**config.mk**
```make
export PLATFORM = sky130hd
export DESIGN_NAME = dhfk_mul
export DESIGN_NICKNAME = d
export VERILOG_FILES = /design/src/hw/rtl/dhfk_pkg.sv /design/src/hw/rtl/dhfk_mul.sv
export SDC_FILE = /design/constraint.sdc
export NUM_CORES = 1
export LEC_CHECK = 0
export BUFFER_PORTS_ARGS = -buffer_cell sky130_fd_sc_hd__buf_4
export CAP_MARGIN = 5
export CORE_MARGIN = 10
export CORE_UTILIZATION = 57
export DETAILED_ROUTE_END_ITERATION = 7
export GPL_TIMING_DRIVEN = 0
export PLACE_DENSITY = 0.78
export SYNTH_ARGS = -nofsm -noshare
export SYNTH_HDL_FRONTEND = slang
export SYNTH_SLANG_ARGS = --single-unit
```
**constraint.sdc**
```tcl
create_clock -name clk -period 8.15 [get_ports clk]
set_input_delay 1.2225 -clock clk [delete_from_list [all_inputs] [get_ports clk]]
set_output_delay 1.2225 -clock clk [all_outputs]
set_load 0.1 [all_outputs]
```
**src/hw/rtl/dhfk_pkg.sv**
```systemverilog
`default_nettype none
package dhfk_pkg;

  // default sizes
  localparam int MAX_JOINTS_DEF = 8;
  localparam int FRAC_BITS_DEF  = 16;

  // serial multiplier digit size
  localparam int DIGIT_W  = 8;
  localparam int N_DIGITS = 32 / DIGIT_W;
  localparam int DCNT_W   = $clog2(N_DIGITS);

  // CORDIC constants, 30 fractional bits
  localparam int     CORDIC_STEPS = 30;
  localparam int     CSTEP_W      = 5;
  localparam longint PI_Q30       = 64'd3373259426;
  localparam longint TWO_PI_Q30   = 64'd6746518852;
  localparam longint HALF_PI_Q30  = 64'd1686629713;
  localparam longint GAIN_Q30     = 64'd652032874;

  // floor(atan(2^-i) * 2^30)
  localparam logic [31:0] ATAN_TAB [CORDIC_STEPS] = '{
    32'h3243F6A8, 32'h1DAC6705, 32'h0FADBAFC, 32'h07F56EA6, 32'h03FEAB76, 32'h01FFD55B,
    32'h00FFFAAA, 32'h007FFF55, 32'h003FFFEA, 32'h001FFFFD, 32'h000FFFFF, 32'h0007FFFF,
    32'h0003FFFF, 32'h0001FFFF, 32'h0000FFFF, 32'h00007FFF, 32'h00003FFF, 32'h00001FFF,
    32'h00000FFF, 32'h000007FF, 32'h000003FF, 32'h000001FF, 32'h000000FF, 32'h0000007F,
    32'h0000003F, 32'h0000001F, 32'h0000000F, 32'h00000007, 32'h00000003, 32'h00000001
  };

  // input word opcodes
  typedef enum logic [1:0] {
    OP_LINK  = 2'd0,
    OP_BASE  = 2'd1,
    OP_TOOL  = 2'd2,
    OP_JOINT = 2'd3
  } op_t;

  // one link table entry
  typedef struct packed {
    logic               kind;
    logic signed [31:0] offset;
    logic signed [31:0] length;
    logic signed [31:0] tw_cos;
    logic signed [31:0] tw_sin;
    logic signed [31:0] an_cos;
    logic signed [31:0] an_sin;
  } link_t;

  // clamp to signed 32 bits
  function automatic logic signed [31:0] sat32(input logic signed [63:0] v);
    logic signed [31:0] r;
    if (v > 64'sh7FFFFFFF) begin
      r = 32'sh7FFFFFFF;
    end else if (v < -64'sh80000000) begin
      r = 32'sh80000000;
    end else begin
      r = v[31:0];
    end
    return r;
  endfunction

endpackage
`default_nettype wire

```
**src/hw/rtl/dhfk_mul.sv**
```systemverilog
`default_nettype none
// Signed 32x32 product, one 8-bit digit of b per cycle, rounded to FRAC_BITS.
module dhfk_mul #(
  parameter int FRAC_BITS = dhfk_pkg::FRAC_BITS_DEF
) (
  input  wire logic               clk,
  input  wire logic               rst_n,
  input  wire logic               start,
  input  wire logic signed [31:0] a,
  input  wire logic signed [31:0] b,
  output logic                    done,
  output logic signed [63:0]      prod
);

  localparam logic signed [63:0] HALF = 64'sd1 <<< (FRAC_BITS - 1);
  localparam int DW = dhfk_pkg::DIGIT_W;

  logic                            busy_r;
  logic                            rnd_r;
  logic                            done_r;
  logic [dhfk_pkg::DCNT_W-1:0]     cnt_r;
  logic signed [31:0]              a_r;
  logic [31:0]                     b_r;
  logic signed [63:0]              acc_r;
  logic signed [63:0]              prod_r;

  logic signed [DW:0]   digit;
  logic signed [DW+32:0] pp;
  logic signed [63:0]   pp64;
  logic signed [63:0]   term;
  logic                 top_digit;

  // low digits are unsigned, the top one carries the sign
  assign top_digit = (cnt_r == dhfk_pkg::DCNT_W'(dhfk_pkg::N_DIGITS - 1));
  assign digit     = $signed({top_digit & b_r[DW-1], b_r[DW-1:0]});
  assign pp        = a_r * digit;
  assign pp64      = 64'(pp);
  assign term      = pp64 <<< (32'(cnt_r) * DW);

  // control
  always_ff @(posedge clk) begin
    if (!rst_n) begin
      busy_r <= 1'b0;
      rnd_r  <= 1'b0;
      done_r <= 1'b0;
      cnt_r  <= '0;
    end else begin
      done_r <= 1'b0;
      if (start) begin
        busy_r <= 1'b1;
        cnt_r  <= '0;
      end else if (busy_r) begin
        cnt_r <= cnt_r + 1'b1;
        if (top_digit) begin
          busy_r <= 1'b0;
          rnd_r  <= 1'b1;
        end
      end else if (rnd_r) begin
        rnd_r  <= 1'b0;
        done_r <= 1'b1;
      end
    end
  end

  // datapath
  always_ff @(posedge clk) begin
    if (start) begin
      a_r   <= a;
      b_r   <= b;
      acc_r <= '0;
    end else if (busy_r) begin
      acc_r <= acc_r + term;
      b_r   <= b_r >> DW;
    end else if (rnd_r) begin
      prod_r <= (acc_r + HALF) >>> FRAC_BITS;
    end
  end

  assign done = done_r;
  assign prod = prod_r;

endmodule
`default_nettype wire

```
* Word level (Yosys, flattened, before mapping)
Index checks and enable logic that the tools add are counted.
Storage, ports and cells: latch bits 0, output and inout port bits 65, RAM bits 0, input port bits 67, logic and storage cells 32, memory bits (read-only) 0, bits in registers 181, memories 0
Cells by class: equality and inequality tests 2, magnitude comparators 0, multiplexer cells 8, reduce and logical (&&, ||, !) cells 5, add/subtract/negate cells 3, $mul 1, div/mod/pow operators 0, bitwise operators 4, shift-type cells 1
Operator list (count):
- $add 64x17->64 const B | 1
- $add 64x64->64 | 1
- $mux 32 | 2
- $sshl 41x5->64 | 1
- $mul 32x9->41 | 1
- $mux 1 | 6
- $not 1->1 | 3
- $reduce_and 3->1 | 1
- $reduce_or 3->1 | 1
- $add 2x1->2 const B | 1
- $eq 2x2->1 const B | 1
- $ne 2x1->1 const B | 1
- $reduce_and 2->1 | 1
- $reduce_bool 2->1 | 1
- $reduce_or 2->1 | 1
- $and 1x1->1 | 1

* Depth between registers and ports, before layout
Gate-level depths: netlist of the first run.
depth in word-level cells 5, gate-level depth with buffers 38

* Least setup slack after synthesis of the first run
OpenSTA, ideal clock, no wires.
kind reg2reg, start register cnt_r[0] (netlist bit), end register acc_r[62], cell stages (with the launch flop) 35, slack -0.205 ns, period minus slack after synthesis 8.355 ns, data required time 7.995 ns, setup time 0.155 ns, arrival 8.200 ns, cell sequence dfxtp_1 -> ha_1 -> nand2_1 -> or2_2 -> fa_1 -> fa_1 -> inv_1 -> fa_1 -> fa_1 -> inv_1 -> fa_1 -> inv_1 -> ha_1 -> o211ai_1 -> a21oi_1 -> o41ai_1 -> a21oi_1 -> a31oi_1 -> o21ai_1 -> a2111oi_0 -> nor3_1 -> xor2_1 -> a221o_1 -> ha_1 -> clkbuf_1 -> and4_1 -> o211ai_1 -> a21oi_1 -> nor3_1 -> a221o_1 -> a211oi_2 -> nor2_1 -> o31ai_1 -> xnor2_1 -> o22ai_1
Between the ends: longest elaborated chain between the ends 5
Ends and longest elaborated chain:
- start, declared | RTL line dhfk_mul.sv:21 | logic [dhfk_pkg::DCNT_W-1:0] cnt_r;
- start signal, assigned | RTL line dhfk_mul.sv:53 | cnt_r <= cnt_r + 1'b1;
- $eq 2x2->1 | RTL line dhfk_mul.sv:34 | assign top_digit = (cnt_r == dhfk_pkg::DCNT_W'(dhfk_pkg::N_DIGITS - 1));
- $and 1x1->1 | RTL line dhfk_mul.sv:35 | assign digit = $signed({top_digit & b_r[DW-1], b_r[DW-1:0]});
- $mul 32x9->41 | RTL line dhfk_mul.sv:36 | assign pp = a_r * digit;
- $sshl 41x5->64 * | RTL line dhfk_mul.sv:38 | assign term = pp64 <<< (32'(cnt_r) * DW);
- $add 64x64->64 * | RTL line dhfk_mul.sv:72 | acc_r <= acc_r + term;
- end signal, assigned | RTL line dhfk_mul.sv:72
- end, declared | RTL line dhfk_mul.sv:24 | logic signed [63:0] acc_r;
Mark *: on every way between the ends. The rest lies on a longest branch, timed or not. A chain may end at the register's enable or synchronous reset.

* Worst setup path after layout of the first run
start register b_r[7], end register acc_r[62]
Between the ends: longest elaborated chain between the ends 4
Ends and longest elaborated chain:
- start, declared | RTL line dhfk_mul.sv:23 | logic [31:0] b_r;
- start signal, assigned | RTL line dhfk_mul.sv:73 | b_r <= b_r >> DW;
- $and 1x1->1 | RTL line dhfk_mul.sv:35
- $mul 32x9->41 * | RTL line dhfk_mul.sv:36
- $sshl 41x5->64 * | RTL line dhfk_mul.sv:38
- $add 64x64->64 * | RTL line dhfk_mul.sv:72
Marked as above.

==> impl_metrics.toml, run 1 <==
[setup_path]
cp-end-kind = "flip-flop"
path_class = "flip-flop to flip-flop"
max_stage_delay_ns = 0.59
arrival_ns = 8.88
critPathLaunchType = "flip-flop"
path_max_fanout = 10
cp.required_ns = 8.47
crit_slowest_cell = "fa_1"

[sta]
hold_violations = 0
finalMaxSlewViolations = 0
fin_crit_sh_pct = 105.0
relSlewSlack_pct = 32.95
holdWs_ns = 0.4980
setup_violations = 13
worst_pin_slew_ns = 1.002
worst_slack_ns = -0.4078
clock_skew_ns = 0.02561
fmax_ghz = 0.1169
finalCriticalPeriod_ns = 8.558
fin_tns_setup_ns = -3.063
rsz0062_at_grt = "true"

[clocking]
cts_inserted_buffers = 17
cts_root_buf = "clkbuf_16"
cts.path.max_buffers = 2
cts_tree = "done"
clk_latency_ns = 0.48
cts_sinks = 181
htreeDepth = 4
clkTransAtPathRegs_ns = 0.07

[synth]
synth_flop_cell = "edfxtp_1"
synth_compound_area_share_pct = 12.62
netlist_instances = 2305
synth_top_family_by_area = "adder cells"
synth_area_leader_cell = "fa_1"
synth-edff-count = 112
synth_fp_nets = 2753
synth_async_sr_flop_share_pct = 0
synth_warnings = 0
yosys.area_share.adder_pct = 30.70
synth.area.mux_share_pct = 4.828
syn-cell-area_mm2 = 0.02120
synth-simple-area-share_pct = 16.81
synth_top_area_share_pct = 21.91
synth-xor-area-share_pct = 6.067
syn_avg_cell_area_um2 = 9.198
synthTopCellsByArea = "fa_1 22%, edfxtp_1 16%, ha_1 8.8%, dfxtp_1 6.5%, and2_1 5.2%"
yosysSeqAreaShare_pct = 22.38
synth_cell_types = 84
synth_seq_cells = 181

[global_route]
grt_pass1_vias = 18556
antenna_found_initial = 0
grt_pass1_wl_um = 100200
grtUsageTotal_pct = 28.13
use_met3_pct = 4.604
grt_max_degree = 43
gr-total-overflow = 0
top_usage_layer = "met2"
grtUsageMet1_pct = 35.83
met2_usage_pct = 46.51

[floorplanning]
start_util_pct = 57.91
chipWidth_um = 212.9
coreArea_mm2 = 0.03661
die_y_um = 212.9
io_pins = 132
num_rows = 70
dieArea_mm2 = 0.04531

[layout]
final_cell_mix = "258 x buf_4, 245 x inv_1, 224 x fa_1"
finalNetCount = 3016
diodes = 0
areaGrowthSynthToFinish_pct = 25.96
layout-drive-gt1-share_pct = 26.85
final_cells = 3049
layout_commonest_cell = "buf_4"
fillers = 2476

[placement]
io_buffer_count = 131
placedCellCount = 2905
dp.final_hpwl_um = 47760
gp_congestion = 0.9197

[route]
post-route-drc-count = 0
wl_per_cell_um = 22.34
antenna_left = 0
vias = 18452
first_pass_iters = 6
wl_um = 68130
drt_iter0_markers = 1604
avgViaCountPerCell = 6.052

[run_status]
status = "finished, violations left"
violations = "setup timing"

[hold_path]
min_path_type = "flip-flop to flip-flop"

[job]
drv_cap = 0
-- cells in the mapped netlist, types with 10 or more instances --
library cell / count
mux2_2: 30
nand4_1: 29
mux2i_1: 67
inv_1: 252
ha_1: 149
fa_1: 232
dfxtp_1: 69
buf_4: 16
o21ai_0: 67
o21bai_1: 25
nand3_1: 40
and2_1: 176
a21o_1: 49
xnor2_1: 95
or2_2: 10
a31oi_1: 14
and3_1: 17
a21oi_1: 138
o21ai_1: 17
xor2_1: 50
edfxtp_1: 112
nand2_1: 216
nor3_1: 20
nand2b_1: 11
clkbuf_1: 73
nor2_1: 178
a211oi_1: 12
-- critical path: cells and delay by family (launching register included) --
kind	cells	cell delay, ns
AND/OR/NAND/NOR	7	1.11
adder cells (fa/ha/maj)	7	2.97
flip-flops	1	0.38
AO/OA/AOI/OAI	12	2.48
buffers and inverters	8	1.11
XOR/XNOR	2	0.32
-- cells by family after synthesis --
kind of cell               count (synthesis)
and+or+nand+nor                          733
AOI/OAI and AO/OA                        411
adders and majority gates                381
buffers and inverters                    355
DFF                                      181
xor gates and xnor gates                 146
muxes                                     98
-- layer usage --
layer | part of all wire (%) | up-vias | routed length [µm]
li1 | - | 8235 | -
met1 | 39 | 9048 | 26390
met2 | 49 | 917 | 33150
met3 | 7.0 | 252 | 4742
met4 | 5.6 | 0 | 3847
met5 | 0 | - | 0
-- final timing paths --
kind	startpoint	to	slack [ns]	cells past startpoint
setup reg to reg	b_r[7]$_DFFE_PP_	acc_r[62]$_SDFFE_PP0P_	-0.41	36
setup / recovery	b_r[7]$_DFFE_PP_	acc_r[62]$_SDFFE_PP0P_	-0.41	36
hold / removal	rnd_r$_SDFFE_PN0P_	done$_SDFF_PP0_	0.50	1
hold reg to reg	rnd_r$_SDFFE_PN0P_	done$_SDFF_PP0_	0.50	1
-- sequential cells by signal (all words and copies together), names as in the netlist --
register	cells
a_r	32
acc_r	64
b_r	32
busy_r	1
cnt_r	2
done	1
prod	48
rnd_r	1
-- per-stage QoR --
stage	setup slack (ns)	utilization (%)	cell area (µm²)
after floorplan	0.03165	-	21210
after global placement	-2.000	62.22	22780
after detailed placement	-1.992	62.28	22800
after CTS	-0.5006	68.05	24910
after global routing	-0.5483	72.94	26700
final	-0.4078	72.94	26700
-- timing repair --
action | in CTS | in global routing
gates resized for setup | 243 | 273
endpoints found under the hold margin | 0 | 0
setup endpoints to repair | 45 | 39
pin swaps | 74 | 122
cloned | 0 | 0
buffers inserted | 65 | 69
hold buffers | 0 | 0
-- final cells by class --
class / count / area, µm² / share of cell area (%)
multi-input combinational: 1769 / 17070 / 63.91
sequential: 181 / 4747 / 17.78
timing repair buffer: 266 / 2150 / 8.050
inverter: 254 / 953.4 / 3.570
buffer: 79 / 591.8 / 2.216
tap: 468 / 585.6 / 2.193
clock buffer: 17 / 425.4 / 1.593
clock inverter: 15 / 185.2 / 0.6935
Power of run 1 is not shown: default switching activity piles up to over one toggle a cycle in this logic, so the estimate is an artifact.
==> inputs of run 2 (changes only) <==
--- a/config.mk
+++ b/config.mk
@@ -8,10 +8,10 @@
 export BUFFER_PORTS_ARGS = -buffer_cell sky130_fd_sc_hd__buf_4
 export CAP_MARGIN = 5
 export CORE_MARGIN = 10
-export CORE_UTILIZATION = 57
+export CORE_UTILIZATION = 40
 export DETAILED_ROUTE_END_ITERATION = 7
 export GPL_TIMING_DRIVEN = 0
-export PLACE_DENSITY = 0.78
+export PLACE_DENSITY = 0.58
 export SYNTH_ARGS = -nofsm -noshare
 export SYNTH_HDL_FRONTEND = slang
 export SYNTH_SLANG_ARGS = --single-unit
==> impl_metrics.toml, run 2 (synthesis gave the netlist of run 1 again) <==
[run_status]
status = "finished, violations left"
violations = "setup timing"

[sta]
clock_skew_ns = 0.02215
finalCriticalPeriod_ns = 8.620
worst_pin_slew_ns = 0.9481
setup_violations = 22
rsz0062_at_grt = "true"
holdWs_ns = 0.5081
fin_crit_sh_pct = 105.8
fmax_ghz = 0.1160
relSlewSlack_pct = 36.80
finalMaxSlewViolations = 0
hold_violations = 0
worst_slack_ns = -0.4696

[job]
drv_cap = 0

[floorplanning]
die_y_um = 250.2
start_util_pct = 40.34
num_rows = 84
io_pins = 132
dieArea_mm2 = 0.06261
chipWidth_um = 250.2
coreArea_mm2 = 0.05255

[route]
wl_per_cell_um = 19.87
post-route-drc-count = 0
vias = 17482
wl_um = 64820
antenna_left = 0
first_pass_iters = 5
drt_iter0_markers = 1034
avgViaCountPerCell = 5.359

[global_route]
antenna_found_initial = 0
grt_pass1_wl_um = 101000
grtUsageTotal_pct = 20.30
grt_pass1_vias = 17862
gr-total-overflow = 0
grt_max_degree = 35

[layout]
register_area_mm2 = 0.004747
largest_reg_flops = 64
layout_commonest_cell = "buf_4"
final_cell_mix = "247 x buf_4, 246 x inv_1, 228 x fa_1"
finalNetCount = 3009
multi_input_area_mm2 = 0.01702
top_register = "acc_r"
fillers = 4812
layout-drive-gt1-share_pct = 25.72
areaGrowthSynthToFinish_pct = 26.28
diodes = 0

[setup_path]
crit_slowest_cell = "fa_1"
path_class = "flip-flop to flip-flop"
path_max_fanout = 7
cp-end-kind = "flip-flop"
arrival_ns = 8.98
max_stage_delay_ns = 0.54
critPathLaunchType = "flip-flop"
cp.required_ns = 8.51
crit_path_frequent_cell = "fa_1"

[clocking]
cts_sinks = 181
cts_inserted_buffers = 17
cts_tree = "done"
htreeDepth = 4
clkTransAtPathRegs_ns = 0.07
cts.path.max_buffers = 2
cts_root_buf = "clkbuf_16"
clk_latency_ns = 0.50

[placement]
gp_congestion = 0.9090
dp.final_hpwl_um = 49570
io_buffer_count = 131

[hold_path]
min_path_type = "flip-flop to flip-flop"
## run 2: metal layers
layer  vias to the layer above  GRT usage (%)  wire, µm
li1                       8221              -         -
met1                      8782          26.26     28640
met2                       393          34.60     32220
met3                        86          2.932      2374
met4                         0          5.800      1585
met5                         -              0         0
## run 2: through the flow
step           util, %  setup WS, ns  area (µm²)  TNS (ns)  std cells
2_1_floorplan        -       0.03165       21210         0       2305
3_3_place_gp     43.87        -2.265       23050    -59.52       3124
3_5_place_dp     43.96        -2.192       23100    -58.77       3126
4_1_cts          47.84       -0.6557       25140    -8.387       3208
5_1_grt          50.95       -0.6883       26770    -11.25       3262
6_report         50.95       -0.4696       26770    -5.048       3262
## run 2: final timing paths
kind / slack, ns / endpoint / from / cells after the start
setup / recovery: -0.47 / acc_r[54]$_SDFFE_PP0P_ / b_r[3]$_DFFE_PP_ / 36
setup reg to reg: -0.47 / acc_r[54]$_SDFFE_PP0P_ / b_r[3]$_DFFE_PP_ / 36
hold / removal: 0.51 / acc_r[0]$_SDFFE_PP0P_ / acc_r[0]$_SDFFE_PP0P_ / 2
hold reg to reg: 0.51 / acc_r[0]$_SDFFE_PP0P_ / acc_r[0]$_SDFFE_PP0P_ / 2
## run 2: timing repair
action,in CTS,in global routing
hold buffers,0,0
setup endpoints to repair,45,39
resized for setup,254,233
hold endpoints to repair,0,0
setup buffers,60,66
pin swaps,92,154
gates cloned,0,0
## run 2: final cells by class
class / instances / share of cell area (%)
clock inverters: 12 / 0.6076
repair buffers: 255 / 7.618
flip-flops and latches: 181 / 17.73
clock buffers: 20 / 1.631
well taps: 688 / 3.215
inverters: 254 / 3.571
multi-input cells: 1769 / 63.57
plain buffers: 83 / 2.052
## run 2: worst max-delay path, delay by kind of cell (launching register included)
kind                     cells  cell delay, ns
AND/OR/NAND/NOR              4            0.85
flip-flops                   1            0.51
buffers and inverters        7            0.69
AO/OA/AOI/OAI               14            2.61
multiplexers                 2            0.44
XOR/XNOR                     2            0.33
adder cells (fa/ha/maj)      7            3.03
Power of run 2 is left out for the same reason.
==> inputs of run 3 (changes only) <==
==> constraint.sdc (replaced) <==
create_clock -name clk -period 7.18 [get_ports clk]
set_input_delay 1.077 -clock clk [delete_from_list [all_inputs] [get_ports clk]]
set_output_delay 1.077 -clock clk [all_outputs]
set_load 0.1 [all_outputs]
==> impl_metrics.toml, run 3 (synthesis gave the netlist of run 1 again) <==
[run_status]
status = "finished, violations left"
violations = "setup timing"

[floorplanning]
dieArea_mm2 = 0.06261
io_pins = 132
chipWidth_um = 250.2
start_util_pct = 40.34
die_y_um = 250.2
num_rows = 84
coreArea_mm2 = 0.05255

[setup_path]
critPathLaunchType = "flip-flop"
reg2reg_setup_slack_ns = -1.33
arrival_ns = 8.86
cp-end-kind = "flip-flop"
path_max_fanout = 10
crit_slowest_cell = "fa_1"
crit_path_frequent_cell = "fa_1"
cp.required_ns = 7.53
max_stage_delay_ns = 0.52
path_class = "flip-flop to flip-flop"

[layout]
areaGrowthSynthToFinish_pct = 25.53
fillers = 4887
finalNetCount = 3009
largest_reg_flops = 64
register_area_mm2 = 0.004747
multi_input_area_mm2 = 0.01687
top_register = "acc_r"
fin_area_mm2 = 0.02661
diodes = 0
fin_util_pct = 50.64
layout_commonest_cell = "buf_4"
final_cell_mix = "255 x buf_4, 246 x inv_1, 227 x fa_1"
layout-drive-gt1-share_pct = 25.99

[sta]
fin_crit_sh_pct = 118.5
relSlewSlack_pct = 34.91
fin_tns_setup_ns = -35.02
rsz0062_at_grt = "true"
finalMaxSlewViolations = 0
clock_skew_ns = 0.01436
fmax_ghz = 0.1176
worst_slack_ns = -1.327
setup_violations = 43
worst_pin_slew_ns = 0.9728
hold_violations = 0
finalCriticalPeriod_ns = 8.507

[placement]
dp.final_hpwl_um = 49600
dpl_cell_area_mm2 = 0.02323
io_buffer_count = 131
dp_slack_ns = -2.391
gp_congestion = 0.9100

[global_route]
grt_pass1_wl_um = 103300
grt_pass1_vias = 18146
grtUsageMet1_pct = 26.68
grtUsageTotal_pct = 20.80
use_met3_pct = 3.221
gr-total-overflow = 0
met2_usage_pct = 34.80
antenna_found_initial = 0
top_usage_layer = "met2"
grt_max_degree = 41

[clocking]
cts_sinks = 181
cts_tree = "done"
clkTransAtPathRegs_ns = 0.08
cts_hold_buf = 0
cts.path.max_buffers = 2
cts_root_buf = "clkbuf_16"
cts_inserted_buffers = 17
htreeDepth = 4
clk_latency_ns = 0.51

[route]
antenna_left = 0
drt_iter0_markers = 981
avgViaCountPerCell = 5.375
first_pass_iters = 6
wl_per_cell_um = 19.96
vias = 17532
post-route-drc-count = 0
wl_um = 65120

[job]
drv_cap = 0

[hold_path]
min_path_type = "flip-flop to flip-flop"
run 3: cell types whose count changed in the layout (fill, tap and decap cells not counted), sizes merged:
cell	previous run	this run
bufinv	2	1
clkbuf	72	70
clkinvlp	0	3
inv	261	257
clkinv	3	7
run 3: cell type report:
cell class                 instances  share of cell area [%]
tap                              688                   3.235
sequential                       181                   17.84
multi-input combinational       1769                   63.40
clock inverter                    14                  0.6253
timing repair buffer             257                   7.555
inverter                         254                   3.597
buffer                            81                   2.134
clock buffer                      18                   1.613
run 3: worst max-delay path, delay by kind of cell, from the launching register on:
family / cells / cell delay [ns]
buf+inv: 4 / 0.65
xor+xnor: 2 / 0.37
simple gates: 7 / 0.87
fa+ha+maj: 7 / 3.13
compound gates: 12 / 2.94
flops: 1 / 0.41
run 3: per-layer routing:
metal | share of wire (%) | vias up
met5 | 0 | -
met4 | 3.2 | 0
met3 | 4.6 | 111
met2 | 49 | 412
met1 | 43 | 8791
li1 | - | 8218
run 3: worst paths after layout:
check                             start                     end  cells past startpoint
setup / recovery       b_r[7]$_DFFE_PP_  acc_r[62]$_SDFFE_PP0P_                     32
hold / removal    acc_r[1]$_SDFFE_PP0P_   acc_r[1]$_SDFFE_PP0P_                      2
setup reg to reg       b_r[7]$_DFFE_PP_  acc_r[62]$_SDFFE_PP0P_                     32
hold reg to reg   acc_r[1]$_SDFFE_PP0P_   acc_r[1]$_SDFFE_PP0P_                      2
run 3: repair_timing:
item | CTS | global route
endpoints found under the setup margin | 49 | 49
buffers inserted | 75 | 51
resized for setup | 256 | 171
pin swaps | 94 | 128
gates cloned | 1 | 0
run 3: through the flow:
step,cells,hold WS (ns)
floorplan,2305,0.4631
finish,3262,0.5008
CTS,3222,0.5025
global placement,3124,0.4842
global route,3262,0.5265
detailed placement,3125,0.4929
Power of run 3 is left out for the same reason.
