`src/hw/rtl/dhfk_pkg.sv`:
```
`default_nettype none
package dhfk_pkg;

  // default sizes
  localparam int MAX_JOINTS_DEF = 8;
  localparam int FRAC_BITS_DEF  = 16;

  // serial multiplier digit size
  localparam int DIGIT_W  = 8;
  localparam int N_DIGITS = 32 / DIGIT_W;
  localparam int DCNT_W   = $clog2(N_DIGITS);

  // CORDIC constants, 30 fractional bits
  localparam int     CORDIC_STEPS = 30;
  localparam int     CSTEP_W      = 5;
  localparam longint PI_Q30       = 64'd3373259426;
  localparam longint TWO_PI_Q30   = 64'd6746518852;
  localparam longint HALF_PI_Q30  = 64'd1686629713;
  localparam longint GAIN_Q30     = 64'd652032874;

  // floor(atan(2^-i) * 2^30)
  localparam logic [31:0] ATAN_TAB [CORDIC_STEPS] = '{
    32'h3243F6A8, 32'h1DAC6705, 32'h0FADBAFC, 32'h07F56EA6, 32'h03FEAB76, 32'h01FFD55B,
    32'h00FFFAAA, 32'h007FFF55, 32'h003FFFEA, 32'h001FFFFD, 32'h000FFFFF, 32'h0007FFFF,
    32'h0003FFFF, 32'h0001FFFF, 32'h0000FFFF, 32'h00007FFF, 32'h00003FFF, 32'h00001FFF,
    32'h00000FFF, 32'h000007FF, 32'h000003FF, 32'h000001FF, 32'h000000FF, 32'h0000007F,
    32'h0000003F, 32'h0000001F, 32'h0000000F, 32'h00000007, 32'h00000003, 32'h00000001
  };

  // input word opcodes
  typedef enum logic [1:0] {
    OP_LINK  = 2'd0,
    OP_BASE  = 2'd1,
    OP_TOOL  = 2'd2,
    OP_JOINT = 2'd3
  } op_t;

  // one link table entry
  typedef struct packed {
    logic               kind;
    logic signed [31:0] offset;
    logic signed [31:0] length;
    logic signed [31:0] tw_cos;
    logic signed [31:0] tw_sin;
    logic signed [31:0] an_cos;
    logic signed [31:0] an_sin;
  } link_t;

  // clamp to signed 32 bits
  function automatic logic signed [31:0] sat32(input logic signed [63:0] v);
    logic signed [31:0] r;
    if (v > 64'sh7FFFFFFF) begin
      r = 32'sh7FFFFFFF;
    end else if (v < -64'sh80000000) begin
      r = 32'sh80000000;
    end else begin
      r = v[31:0];
    end
    return r;
  endfunction

endpackage
`default_nettype wire

```
`src/hw/rtl/dhfk_cordic.sv`:
```
`default_nettype none
// Angle reduction by serial restoring remainder, then 30 CORDIC rotations.
module dhfk_cordic #(
  parameter int FRAC_BITS = dhfk_pkg::FRAC_BITS_DEF
) (
  input  wire logic               clk,
  input  wire logic               rst_n,
  input  wire logic               start,
  input  wire logic signed [31:0] angle,
  output logic                    done,
  output logic signed [31:0]      cos_o,
  output logic signed [31:0]      sin_o
);

  localparam int SH = 30 - FRAC_BITS;
  localparam int MW = 63 - FRAC_BITS;
  localparam int ZW = 35;
  localparam int XW = 34;
  localparam int CW = dhfk_pkg::CSTEP_W;

  localparam logic [MW-1:0]        D_INIT = MW'(dhfk_pkg::TWO_PI_Q30) << (SH - 1);
  localparam logic signed [ZW-1:0] PI_Z   = ZW'(dhfk_pkg::PI_Q30);
  localparam logic signed [ZW-1:0] TPI_Z  = ZW'(dhfk_pkg::TWO_PI_Q30);
  localparam logic signed [ZW-1:0] HPI_Z  = ZW'(dhfk_pkg::HALF_PI_Q30);
  localparam logic signed [XW-1:0] GAIN_X = XW'(dhfk_pkg::GAIN_Q30);
  localparam logic signed [XW-1:0] RND_X  = XW'(64'sd1 <<< (29 - FRAC_BITS));

  typedef enum logic [6:0] {
    CS_IDLE = 7'b0000001,
    CS_RED  = 7'b0000010,
    CS_SIGN = 7'b0000100,
    CS_WRAP = 7'b0001000,
    CS_FOLD = 7'b0010000,
    CS_ROT  = 7'b0100000,
    CS_FIN  = 7'b1000000
  } cstate_t;

  cstate_t                 state_r;
  logic [CW-1:0]           cnt_r;
  logic                    done_r;
  logic                    neg_in_r;
  logic                    neg_out_r;
  logic [MW-1:0]           mag_r;
  logic [MW-1:0]           d_r;
  logic signed [ZW-1:0]    z_r;
  logic signed [XW-1:0]    x_r;
  logic signed [XW-1:0]    y_r;
  logic signed [31:0]      cos_r;
  logic signed [31:0]      sin_r;

  logic signed [63:0]   z0;
  logic signed [63:0]   z0_abs;
  logic signed [XW-1:0] xs;
  logic signed [XW-1:0] ys;
  logic signed [ZW-1:0] atan_z;
  logic signed [XW-1:0] xf;
  logic signed [XW-1:0] yf;
  logic signed [XW-1:0] xr;
  logic signed [XW-1:0] yr;

  assign z0     = $signed({{32{angle[31]}}, angle}) <<< SH;
  assign z0_abs = angle[31] ? -z0 : z0;
  assign xs     = x_r >>> cnt_r;
  assign ys     = y_r >>> cnt_r;
  assign atan_z = $signed({3'b000, dhfk_pkg::ATAN_TAB[cnt_r]});
  assign xf     = neg_out_r ? -x_r : x_r;
  assign yf     = neg_out_r ? -y_r : y_r;
  assign xr     = (xf + RND_X) >>> SH;
  assign yr     = (yf + RND_X) >>> SH;

  // sequencer
  always_ff @(posedge clk) begin
    if (!rst_n) begin
      state_r <= CS_IDLE;
      cnt_r   <= '0;
      done_r  <= 1'b0;
    end else begin
      done_r <= 1'b0;
      unique case (state_r)
        CS_IDLE: begin
          cnt_r <= '0;
          if (start) state_r <= CS_RED;
        end
        CS_RED: begin
          cnt_r <= cnt_r + 1'b1;
          if (cnt_r == CW'(SH - 1)) state_r <= CS_SIGN;
        end
        CS_SIGN: state_r <= CS_WRAP;
        CS_WRAP: state_r <= CS_FOLD;
        CS_FOLD: begin
          cnt_r   <= '0;
          state_r <= CS_ROT;
        end
        CS_ROT: begin
          cnt_r <= cnt_r + 1'b1;
          if (cnt_r == CW'(dhfk_pkg::CORDIC_STEPS - 1)) state_r <= CS_FIN;
        end
        CS_FIN: begin
          done_r  <= 1'b1;
          state_r <= CS_IDLE;
        end
        default: state_r <= CS_IDLE;
      endcase
    end
  end

  // datapath
  always_ff @(posedge clk) begin
    case (state_r)
      CS_IDLE: begin
        if (start) begin
          neg_in_r <= angle[31];
          mag_r    <= MW'(z0_abs);
          d_r      <= D_INIT;
        end
      end
      CS_RED: begin
        // one quotient bit per cycle
        if (mag_r >= d_r) mag_r <= mag_r - d_r;
        d_r <= d_r >> 1;
      end
      CS_SIGN: begin
        // remainder keeps the dividend's sign
        z_r <= neg_in_r ? -$signed({1'b0, mag_r[ZW-2:0]}) : $signed({1'b0, mag_r[ZW-2:0]});
      end
      CS_WRAP: begin
        if (z_r > PI_Z) begin
          z_r <= z_r - TPI_Z;
        end else if (z_r < -PI_Z) begin
          z_r <= z_r + TPI_Z;
        end
      end
      CS_FOLD: begin
        // fold into [-pi/2, pi/2], negate results later
        x_r <= GAIN_X;
        y_r <= '0;
        if (z_r > HPI_Z) begin
          z_r       <= z_r - PI_Z;
          neg_out_r <= 1'b1;
        end else if (z_r < -HPI_Z) begin
          z_r       <= z_r + PI_Z;
          neg_out_r <= 1'b1;
        end else begin
          neg_out_r <= 1'b0;
        end
      end
      CS_ROT: begin
        if (z_r >= 0) begin
          x_r <= x_r - ys;
          y_r <= y_r + xs;
          z_r <= z_r - atan_z;
        end else begin
          x_r <= x_r + ys;
          y_r <= y_r - xs;
          z_r <= z_r + atan_z;
        end
      end
      CS_FIN: begin
        cos_r <= xr[31:0];
        sin_r <= yr[31:0];
      end
      default: ;
    endcase
  end

  assign done  = done_r;
  assign cos_o = cos_r;
  assign sin_o = sin_r;

endmodule
`default_nettype wire

```
`config.mk`:
```
export PLATFORM = sky130hd
export DESIGN_NAME = dhfk_cordic
export DESIGN_NICKNAME = d
export VERILOG_FILES = /design/src/hw/rtl/dhfk_pkg.sv /design/src/hw/rtl/dhfk_cordic.sv
export SDC_FILE = /design/constraint.sdc
export NUM_CORES = 1
export LEC_CHECK = 0
export BUFFER_PORTS_ARGS = -buffer_cell sky130_fd_sc_hd__buf_2
export CAP_MARGIN = 20
export CORE_MARGIN = 2
export CORE_UTILIZATION = 25
export DETAILED_ROUTE_END_ITERATION = 6
export GPL_ROUTABILITY_DRIVEN = 0
export SYNTH_ARGS = -nofsm -noshare
export SYNTH_HDL_FRONTEND = slang
export SYNTH_SLANG_ARGS = --single-unit
export TNS_END_PERCENT = 30
```
`constraint.sdc`:
```
create_clock -name clk -period 9.74 [get_ports clk]
set_input_delay 1.948 -clock clk [delete_from_list [all_inputs] [get_ports clk]]
set_output_delay 1.948 -clock clk [all_outputs]
set_load 0.005 [all_outputs]
```
After elaboration in Yosys (flattened, before gate mapping)
Memory sizes are Yosys's and may differ from the RTL's.
Cells that the tools add are included.
Storage, ports and cells
  register bits: 252
  ROM bits: 1024
  bits of input ports: 35
  output and inout bits: 65
  logic and storage cells: 95
  memories kept: 1
Operators by class
  add/subtract/negate cells: 18
  magnitude comparators: 7
  equal/unequal tests: 15
  shift-type cells: 2
  multiplexer cells: 28
  bitwise gates (word level): 1
  reductions and logical operators: 11
Memories
  (no name shown): words 32, bits a word 32, rd ports 1, clocked after Yosys merged registers in 0, wr ports 0, RTL line dhfk_cordic.sv:65  | assign atan_z = $signed({3'b000, dhfk_pkg::ATAN_TAB[cnt_r]});
Operators with widths (count)
  $mux 35: 6
  $mux 47: 4
  $pmux 47 s2: 2
  $pmux 35 s4: 1
  $mux 34: 4
  $pmux 34 s2: 2
  $add 34x15->34 const B: 2
  $add 34x34->34: 2
  $neg 34->34: 2
  $sshr 34x5->34: 2
  $sub 34x34->34: 2
  $mux 32: 2
  $ge 47x47->1: 1
  $neg 46->47: 1
  $sub 47x47->47: 1
  $pmux 7 s6: 1
  $add 35x33->35: 1
  $add 35x33->35 const B: 1
  $add 35x34->35 const B: 1
  $ge 35x1->1 const B: 1
  $gt 35x32->1 const B: 1
  $gt 35x33->1 const B: 1
  $lt 35x32->1 const B: 1
  $lt 35x33->1 const B: 1
  other kinds (26): 39

Logic depth before layout (Yosys ltp)
Gate-level depths: netlist of run 1.
  depth after elaboration: 7
  depth in mapped cells: 30
  depth with buffers taken out: 24

Least setup slack after synthesis of run 1
Ideal clock, no wire load.
  path type: reg-to-reg
  from: reg cnt_r[0]
  to: reg z_r[26] (data pin)
  library setup time: 259 ps
  arrival time: 5937 ps
  data required time: 9481 ps
  path slack: 3545 ps
  cell stages (with the launch flop): 31
  buffers on the path: 6
  clock period less this slack: 6195 ps
  cells stage by stage: dfxtp_1 buf_6 buf_6 inv_2 buf_2 buf_1 ha_1 clkbuf_1 nor2_1 nor3_1 a21oi_1 nor2_1 ha_1 and3_1 and3_1 and3_1 nand2b_1 buf_1 xor2_1 ha_1 a21o_1 a21oi_1 nor2b_1 a2111oi_0 a21oi_1 o21ai_0 a21oi_1 a31oi_1 xor2_1 o22ai_1 a211o_1
Between the ends
  cells in the longest elaborated chain, start to end: 7
  elaborated cells between the ends (all ways): 8
  classes of those cells: add/sub (2); mux (4); bitwise (1); memory (1)
RTL lines
  from (decl): RTL line dhfk_cordic.sv:39  | logic [CW-1:0] cnt_r;
  from (signal assigned): RTL line dhfk_cordic.sv:85  | cnt_r <= cnt_r + 1'b1;
  from (signal assigned): RTL line dhfk_cordic.sv:95  | cnt_r <= cnt_r + 1'b1;
  $not 5->6 (implied by the code) (*): RTL line dhfk_cordic.sv:65
  $mem_v2 32x32 (*)
  $mux 32 (implied by the code) (*) (2 in series): RTL line dhfk_cordic.sv:65
  $add 35x33->35 or $sub 35x33->35 (tied branches): RTL line dhfk_cordic.sv:155, dhfk_cordic.sv:151
  $mux 35 (*): RTL line dhfk_cordic.sv:148  | if (z_r >= 0) begin
  $pmux 35 s4 (*): RTL line dhfk_cordic.sv:109  | case (state_r)
  to (signal assigned): RTL line dhfk_cordic.sv:124  | z_r <= neg_in_r ? -$signed({1'b0, mag_r[ZW-2:0]}) : $signed({1'b0, mag_r[ZW-2:0]});
  to (signal assigned): RTL line dhfk_cordic.sv:151  | z_r <= z_r - atan_z;
  to (signal assigned): RTL line dhfk_cordic.sv:155  | z_r <= z_r + atan_z;
  to (decl): RTL line dhfk_cordic.sv:45  | logic signed [ZW-1:0] z_r;
Mark *: on every way between the ends. The rest lies on a longest branch, timed or not. The select of a mux whose other input is x is not followed.
A chain may end at the register's enable or synchronous reset.

Worst setup path after layout of run 1
  from: reg cnt_r[1]
  to: reg y_r[33] (data pin)
Between the ends
  cells in the longest elaborated chain, start to end: 4
  elaborated cells between the ends (all ways): 5
  classes of those cells: add/sub (2); shift (1); mux (2)
RTL lines
  $sshr 34x5->34 (*): RTL line dhfk_cordic.sv:63  | assign xs = x_r >>> cnt_r;
  $sub 34x34->34 or $add 34x34->34 (tied branches): RTL line dhfk_cordic.sv:154, dhfk_cordic.sv:150
  $mux 34 (*): RTL line dhfk_cordic.sv:148
  $pmux 34 s2 (*): RTL line dhfk_cordic.sv:109
  to (signal assigned): RTL line dhfk_cordic.sv:150  | y_r <= y_r + xs;
  to (signal assigned): RTL line dhfk_cordic.sv:154  | y_r <= y_r - xs;
  to (decl): RTL line dhfk_cordic.sv:47  | logic signed [XW-1:0] y_r;
Mark *: on every way between the ends. The rest lies on a longest branch, timed or not.

==> summary.txt, run 1 <==
Run
  – Max_cap viols: 0

STA
  – Worst hold slack: 0.5173 ns
  – Fin. max-slew vios: 0
  – Setup_tns: 0 ns
  – Final setup vio count: 0
  – Min Tclk post-route: 7.483 ns
  – RSZ-0062 raised after global routing: no
  – Least-Margin Pin Slew: 1.080 ns
  – Max Clk Rate: 133.6 MHz
  – Final hold vios: 0
  – Final clock skew: 0.01637 ns
  – Final Cycle Share: 76.83%
  – Rel. slew slack: 27.77%

Cells and area
  – Fill count: 12958
  – Layout cells sized above 1: 9.349%
  – Most common cell after layout, fill and taps aside: nor2_1
  – Antenna diodes: 0
  – Most frequent cells in the layout: nor2_1 (333), nand2_1 (325), a21oi_1 (258)
  – Area delta synth->final: 8.357%
  – Layout Nets: 3766

Synthesis
  – Sequential-to-total area share from yosys stat: 24.39%
  – Synth Flop Type: edfxtp_1
  – Syn nets: 3851
  – Synthesized area: 0.03036 mm^2
  – Mean post-synth cell area: 8.406 um^2
  – Synthesized flop and latch total: 251
  – Synth async-reset ratio: 0%
  – Ys Warns: 0
  – Synth cell types: 98
  – Post-synthesis cell count: 3612
  – EDFF count, synth: 238

Worst hold path
  – Worst hold path cell count: 2
  – Hold path start: d_r[30]
  – Worst Hold Class: reg2reg
  – Worst Hold Path EP: d_r[29]

Global route
  – First-pass GRT wire length: 147500 um
  – GRT Util Overall: 14.40%
  – Vias in the first global route: 26126
  – Gr ovfl total: 0
  – Largest net degree at the start of global routing: 80
  – Initial antenna violation count: 0

Setup path
  – Critical path arrival: 7.82 ns
  – Crit path top cell by count: o21ai_0
  – Crit Path Category: reg2reg
  – CP Launch Type: flip-flop
  – Setup crit end kind: flip-flop
  – R2R setup slack: 2.26 ns
  – Critical path's slowest cell: dfxtp_4
  – Slowest stage delay, CP: 0.84 ns
  – RR Startpoint: cnt_r[1]
  – Crit-path cells: buf_4 > mux4_2 > mux2i_1 > o21a_1 > o221ai_1 > inv_1 > ha_1 > nand3_1 > or3_1 > o21ai_0 > xor2_1 > ha_1 > a21oi_1 > o21ai_0 > a221oi_1 > o21ai_0 > nor2_1 > a311oi_1 > a41oi_1 > o21ai_0 > a221oi_1 > xnor2_1 > nor2_1
  – Buffers & Inverters on Critical Path: 2
  – Critical Path Stages: 23
  – R2R depth: 23
  – Capturing point of the worst reg2reg path: y_r[33]
  – Delay-heaviest family, CP: compound AO/OA/AOI/OAI gates
  – Critical path required time: 10.08 ns
  – CP max FO: 55

Clock tree
  – Clock Tree Buf Depth: 3
  – Num CTS Buffers: 30
  – Sink Count: 251
  – H-tree depth: 1
  – Post_cts resized: 0
  – Postcts setup bufs: 0
  – Hold-fix buffers, CTS: 0
  – Worst-path clk slew: 0.07 ns
  – Clock root cell: clkbuf_16
  – TritonCTS clock tree: done
  – Clk_lat worst skew: 0.62 ns

Drt
  – Overall via count from detail_route: 28080
  – DRC viols: 0
  – Routed Wire Length: 93950 um
  – Vias per cell: 5.439
  – Drt pass-1 iters: 7
  – WL per Instance: 18.20 um
  – 1st-iter DRT viols: 2539
  – Post-DRT Antenna Nets: 0

Floorplanning
  – CORE AREA: 0.1201 mm^2
  – Die Wd: 352.5 um
  – Die area: 0.1243 mm^2
  – Die Y: 352.5 um
  – Row cnt: 127
  – Ports: 100
  – Initial core utilization: 25.28%

Pwr
  – Peak supply drop: 0.1365 mV
  – Clk pwr share: 31.9%
  – Switching share of total power: 33.96%
  – Power Density: 105.1 mW/mm^2
  – Pleak: 0.01195 uW
  – Comb pwr share: 31.0%
  – Sequential share of power: 37.1%
  – Switch Pwr: 1175 uW
  – Int Pwr: 2284 uW

Placement
  – PortBufs: 99
  – Detailed Place HPWL: 69600 um

Outcome
  – Outcome: complete, no violations
## worst max-delay path by stage
| stage | start | endpoint | slack, ns |
|---|---|---|---|
| 2_1_floorplan | cnt_r[0] | z_r[26] | 3.54 |
| 3_3_place_gp | cnt_r[1] | y_r[33] | 2.50 |
| 3_5_place_dp | cnt_r[1] | y_r[33] | 2.32 |
| 4_1_cts | cnt_r[1] | y_r[33] | 2.29 |
| 5_1_grt | cnt_r[1] | y_r[33] | 1.64 |
| 6_report | cnt_r[1] | y_r[33] | 2.26 |
## cell type report
cell class	count	area, um^2	area share, %
Clock buffer	38	812.0	2.468
Clock inverter	18	112.6	0.3423
Inverter	140	525.5	1.597
Multi-Input combinational cell	2971	21270	64.63
Sequential cell	251	7421	22.55
Tap cell	1612	2017	6.130
Timing Repair Buffer	133	748.2	2.274
## through the flow
step	total power, uW	cells	util [%]	instance area, um^2	setup slack (ns)
after floorplan	2112	3612	-	30360	3.545
after detailed placement	2358	5107	26.62	31980	2.325
after global routing	3635	5163	27.39	32900	1.644
after CTS	3474	5163	27.39	32900	2.293
after global placement	2354	5106	26.61	31970	2.502
final	3459	5163	27.39	32900	2.257
## layer usage
| layer | GRT usage [%] | vias to the layer above | wire (um) | share of wire [%] |
|---|---|---|---|---|
| li1 | - | 13261 | - | - |
| met1 | 19.49 | 13412 | 41560 | 44 |
| met2 | 23.12 | 1198 | 41760 | 44 |
| met3 | 2.380 | 209 | 7127 | 7.6 |
| met4 | 4.880 | 0 | 3510 | 3.7 |
| met5 | 0 | - | 0 | 0 |
## synthesized netlist by cell type, types with 32 or more instances
library cell / number / area (um^2)
nor2_1: 335 / 1257
nand2_1: 327 / 1227
a21oi_1: 259 / 1296
xnor2_1: 241 / 2111
o21ai_0: 239 / 1196
edfxtp_1: 238 / 7147
ha_1: 199 / 2490
xor2_1: 155 / 1358
clkbuf_1: 150 / 563.0
inv_1: 134 / 503.0
a21o_1: 94 / 705.7
nand3_1: 77 / 385.4
nor3_1: 75 / 375.4
mux2i_1: 65 / 650.6
mux4_2: 61 / 1374
nand2b_1: 52 / 325.3
o22ai_1: 50 / 312.8
a211oi_1: 46 / 345.3
o31ai_1: 42 / 315.3
nand4_1: 37 / 231.5
nor2b_1: 37 / 231.5
buf_1: 33 / 123.9
a31oi_1: 32 / 200.2
## power groups by stage
stage / sequential [uW] / clock (uW) / combinational (uW)
global route: 1290 / 1160 / 1180
floorplan: 1280 / 0 / 828
CTS: 1280 / 1130 / 1060
detailed placement: 1300 / 0 / 1050
finish: 1280 / 1100 / 1070
global placement: 1300 / 0 / 1050
## kinds of logic (layout without fill, tap and decap cells)
logic type / Yosys count / count (layout) / share of synthesized area [%]
and+or+nand+nor: 1134 / 1134 / 17.81
AOI/OAI and AO/OA: 1064 / 1064 / 22.89
xor gates and xnor gates: 396 / 396 / 11.42
buffers and inverters: 390 / 329 / 5.703
DFF: 251 / 251 / 24.39
adders and majority gates: 204 / 204 / 8.530
muxes: 173 / 173 / 9.251
## worst min-delay path, delay by kind of cell, from the launching register on
kind / cells / cell delay, ns
flops: 1 / 0.32
buf+inv: 1 / 0.05
simple gates: 1 / 0.05
## registers in the layout (all words and copies together) (netlist names)
signal and cells:
sin_o 20, neg_out_r 1, z_r 35, d_r 46
cnt_r 5, state_r 7, y_r 34, x_r 34
done 1, mag_r 47, neg_in_r 1, cos_o 20
No activity file was read; power rests on OpenSTA's default activity.
==> run 2, diff against run 1 <==
- ABC_AREA: unset -> 1
- clock period: 9.74 -> 6.2 ns (I/O delays scaled with it)
==> summary.txt, run 2 <==
STA
  – Max Clk Rate: 178.0 MHz (was 133.6 MHz)
  – Final clock skew: 0.02785 ns (was 0.01637 ns)
  – Fin. max-slew vios: 0 (unchanged)
  – Min Tclk post-route: 5.619 ns (was 7.483 ns)
  – Final Cycle Share: 90.63% (was 76.83%)
  – Least-Margin Pin Slew: 1.080 ns (about the same)
  – RSZ-0062 raised after global routing: no (unchanged)
  – Setup_tns: 0 ns (unchanged)
  – Final hold vios: 0 (unchanged)
  – Final setup vio count: 0 (unchanged)
  – Rel. slew slack: 27.99% (was 27.77%)

Clock tree
  – Worst-path clk slew: 0.07 ns (about the same)
  – Post_cts resized: 0 (unchanged)
  – Clock root cell: clkbuf_16 (unchanged)
  – TritonCTS clock tree: done (unchanged)
  – Clock Tree Buf Depth: 3 (unchanged)
  – Hold-fix buffers, CTS: 0 (unchanged)
  – Sink Count: 251 (unchanged)
  – H-tree depth: 1 (unchanged)
  – Postcts setup bufs: 0 (unchanged)
  – Num CTS Buffers: 31 (was 30)
  – Clk_lat worst skew: 0.66 ns (was 0.62 ns)

Drt
  – 1st-iter DRT viols: 3438 (was 2539)
  – Drt pass-1 iters: 7 (unchanged)
  – Vias per cell: 5.120 (was 5.439)
  – Routed Wire Length: 114800 um (was 93950 um)
  – DRC viols: 2 (was 0)
  – Overall via count from detail_route: 35715 (was 28080)
  – Post-DRT Antenna Nets: 0 (unchanged)
  – WL per Instance: 16.46 um (was 18.20 um)

Setup path
  – Critical path arrival: 6.01 ns (was 7.82 ns)
  – CP Launch Type: flip-flop (unchanged)
  – CP max FO: 45 (was 55)
  – Setup crit end kind: flip-flop (unchanged)
  – Critical path required time: 6.59 ns (was 10.08 ns)
  – Crit Path Category: reg2reg (unchanged)

Cells and area
  – Register area: 0.007412 mm^2 (was 0.007421 mm^2)
  – Design area: 0.03586 mm^2 (was 0.03290 mm^2)
  – Area delta synth->final: 9.944% (was 8.357%)
  – Most common cell after layout, fill and taps aside: nand2_1 (was nor2_1)
  – Biggest regs: mag_r: 47 flops, d_r: 46 flops, z_r: 35 flops (unchanged)
  – Fill count: 14565 (was 12958)
  – Most frequent cells in the layout: nand2_1 (1311), inv_1 (588), nand3_1 (567) (was nor2_1 (333), nand2_1 (325), a21oi_1 (258))
  – Layout cells sized above 1: 5.465% (was 9.349%)
  – Multi-input logic area: 0.02210 mm^2 (was 0.02127 mm^2)
  – Biggest register: mag_r (unchanged)
  – Antenna diodes: 0 (unchanged)
  – Layout Nets: 5447 (was 3766)
  – Max reg flops: 47 (unchanged)

Placement
  – Detailed Place HPWL: 90590 um (was 69600 um)
  – Placed cell area: 0.03478 mm^2 (was 0.03198 mm^2)
  – PortBufs: 99 (unchanged)

Pwr
  – Power Density: 253.5 mW/mm^2 (was 105.1 mW/mm^2)
  – Peak supply drop: 0.2170 mV (was 0.1365 mV)
  – Pleak: 0.01649 uW (was 0.01195 uW)

Synthesis
  – EDFF count, synth: 238 (unchanged)
  – Top-count cell post-synth: nand2_1 (was nor2_1)
  – Mean post-synth cell area: 6.253 um^2 (was 8.406 um^2)
  – Commonest cells post-synth: nand2_1 (1312), inv_1 (590), nand3_1 (567) (was nor2_1 (335), nand2_1 (327), a21oi_1 (259))
  – Post-synthesis cell count: 5216 (was 3612)
  – Synth cell types: 69 (was 98)
  – Ys Warns: 0 (unchanged)
  – Sequential-to-total area share from yosys stat: 22.71% (was 24.39%)
  – Synthesized flop and latch total: 251 (unchanged)
  – Dominant cell type by area after synthesis: edfxtp_1 (unchanged)
  – Syn nets: 5455 (was 3851)
  – Synthesized area: 0.03261 mm^2 (was 0.03036 mm^2)
  – Ranking of synthesized cells by area: edfxtp_1 (22%), nand2_1 (15%), nand3_1 (8.7%), ha_1 (7.6%), inv_1 (6.8%) (was edfxtp_1 (24%), ha_1 (8.2%), xnor2_1 (7.0%), mux4_2 (4.5%), xor2_1 (4.5%))
  – Share of the synthesized area in the top cell type: 21.91% (was 23.54%)
  – Synth async-reset ratio: 0% (unchanged)
  – Synth Flop Type: edfxtp_1 (unchanged)

Outcome
  – Failing checks: DRC
  – Outcome: complete, but fails checks (was complete, no violations)

Global route
  – Gr ovfl total: 0 (unchanged)
  – First-pass GRT wire length: 180400 um (was 147500 um)
  – Largest net degree at the start of global routing: 80 (unchanged)
  – GRT Util Overall: 16.71% (was 14.40%)
  – Vias in the first global route: 33819 (was 26126)
  – Initial antenna violation count: 2 (was 0)

Floorplanning
  – Die area: 0.1334 mm^2 (was 0.1243 mm^2)
  – CORE AREA: 0.1295 mm^2 (was 0.1201 mm^2)
  – Row cnt: 132 (was 127)
  – Initial core utilization: 25.19% (was 25.28%)
  – Die Y: 365.2 um (was 352.5 um)
  – Die Wd: 365.2 um (was 352.5 um)
  – Ports: 100 (unchanged)

Run
  – Max_cap viols: 0 (unchanged)

Worst hold path
  – Worst Hold Class: reg2reg (unchanged)
## run 2: worst paths after layout
check | start | endpoint | slack [ns] | cells after the start
min reg2reg | d_r[39] | d_r[38] | 0.52 | 2
max | cnt_r[2] | z_r[34] | 0.58 | 25
max reg2reg | cnt_r[2] | z_r[34] | 0.58 | 25
min | d_r[39] | d_r[38] | 0.52 | 2
## run 2: cell families after synthesis
family	share of synthesized area (%)
AO/OA/AOI/OAI	16.43
XOR/XNOR	6.894
adder cells (fa/ha/maj)	7.941
buffers and inverters	9.698
flip-flops	22.71
multiplexers	0.03453
AND/OR/NAND/NOR	36.29
## run 2: power by group
part	switching (uW)	leakage [uW]	internal, uW
Sequential	95.6	0.00245	2010
Combinational	3450	0.0135	1540
Clock	869	0.000507	1130
## run 2: layout make-up
class | count | share of cell area (%)
flip-flops and latches | 251 | 20.67
well taps | 1742 | 6.079
clock buffers | 33 | 2.184
inverters | 607 | 6.361
multi-input cells | 4176 | 61.63
clock inverters | 25 | 0.8095
repair buffers | 141 | 2.261
## run 2: per-stage QoR
| step | setup slack [ns] | utilization [%] | power, uW | instances | hold WS [ns] |
|---|---|---|---|---|---|
| 2_1_floorplan | 0.8269 | - | 5803 | 5216 | 0.4752 |
| 3_3_place_gp | 0.7750 | 26.86 | 6999 | 6917 | 0.5103 |
| 3_5_place_dp | 0.7806 | 26.86 | 7021 | 6917 | 0.5118 |
| 4_1_cts | 0.7335 | 27.69 | 9066 | 6975 | 0.5260 |
| 5_1_grt | 0.2435 | 27.69 | 9819 | 6975 | 0.5546 |
| 6_report | 0.5807 | 27.69 | 9091 | 6975 | 0.5210 |
## run 2: layer usage
layer	GRT usage, %	routed length, um	share of wire, %	up-vias
li1	-	-	-	17582
met1	21.34	48570	42	16446
met2	28.68	53320	46	1400
met3	1.971	8079	7.0	285
met4	6.334	4806	4.2	2
met5	0	13	0.011	-
## run 2: worst max-delay path, stage by stage (launching register included)
cell and delay (ns):
dfxtp_2 0.49, inv_2 0.71, nand2_1 0.26, nand2_1 0.20, nand2_1 0.06, or2_1 0.28
inv_1 0.08, ha_1 0.16, nand2_1 0.06, nor2_1 0.15, nand2_1 0.09, nor3_1 0.13
buf_4 0.16, nor2_1 0.04, buf_4 0.21, xor2_1 0.17, ha_1 0.37, nand2_1 0.14
nor4_1 0.61, nand3_1 0.24, nand2_1 0.17, nand2_1 0.13, nand2_1 0.07, o21ai_0 0.07
nand3_1 0.19, nand4_1 0.12
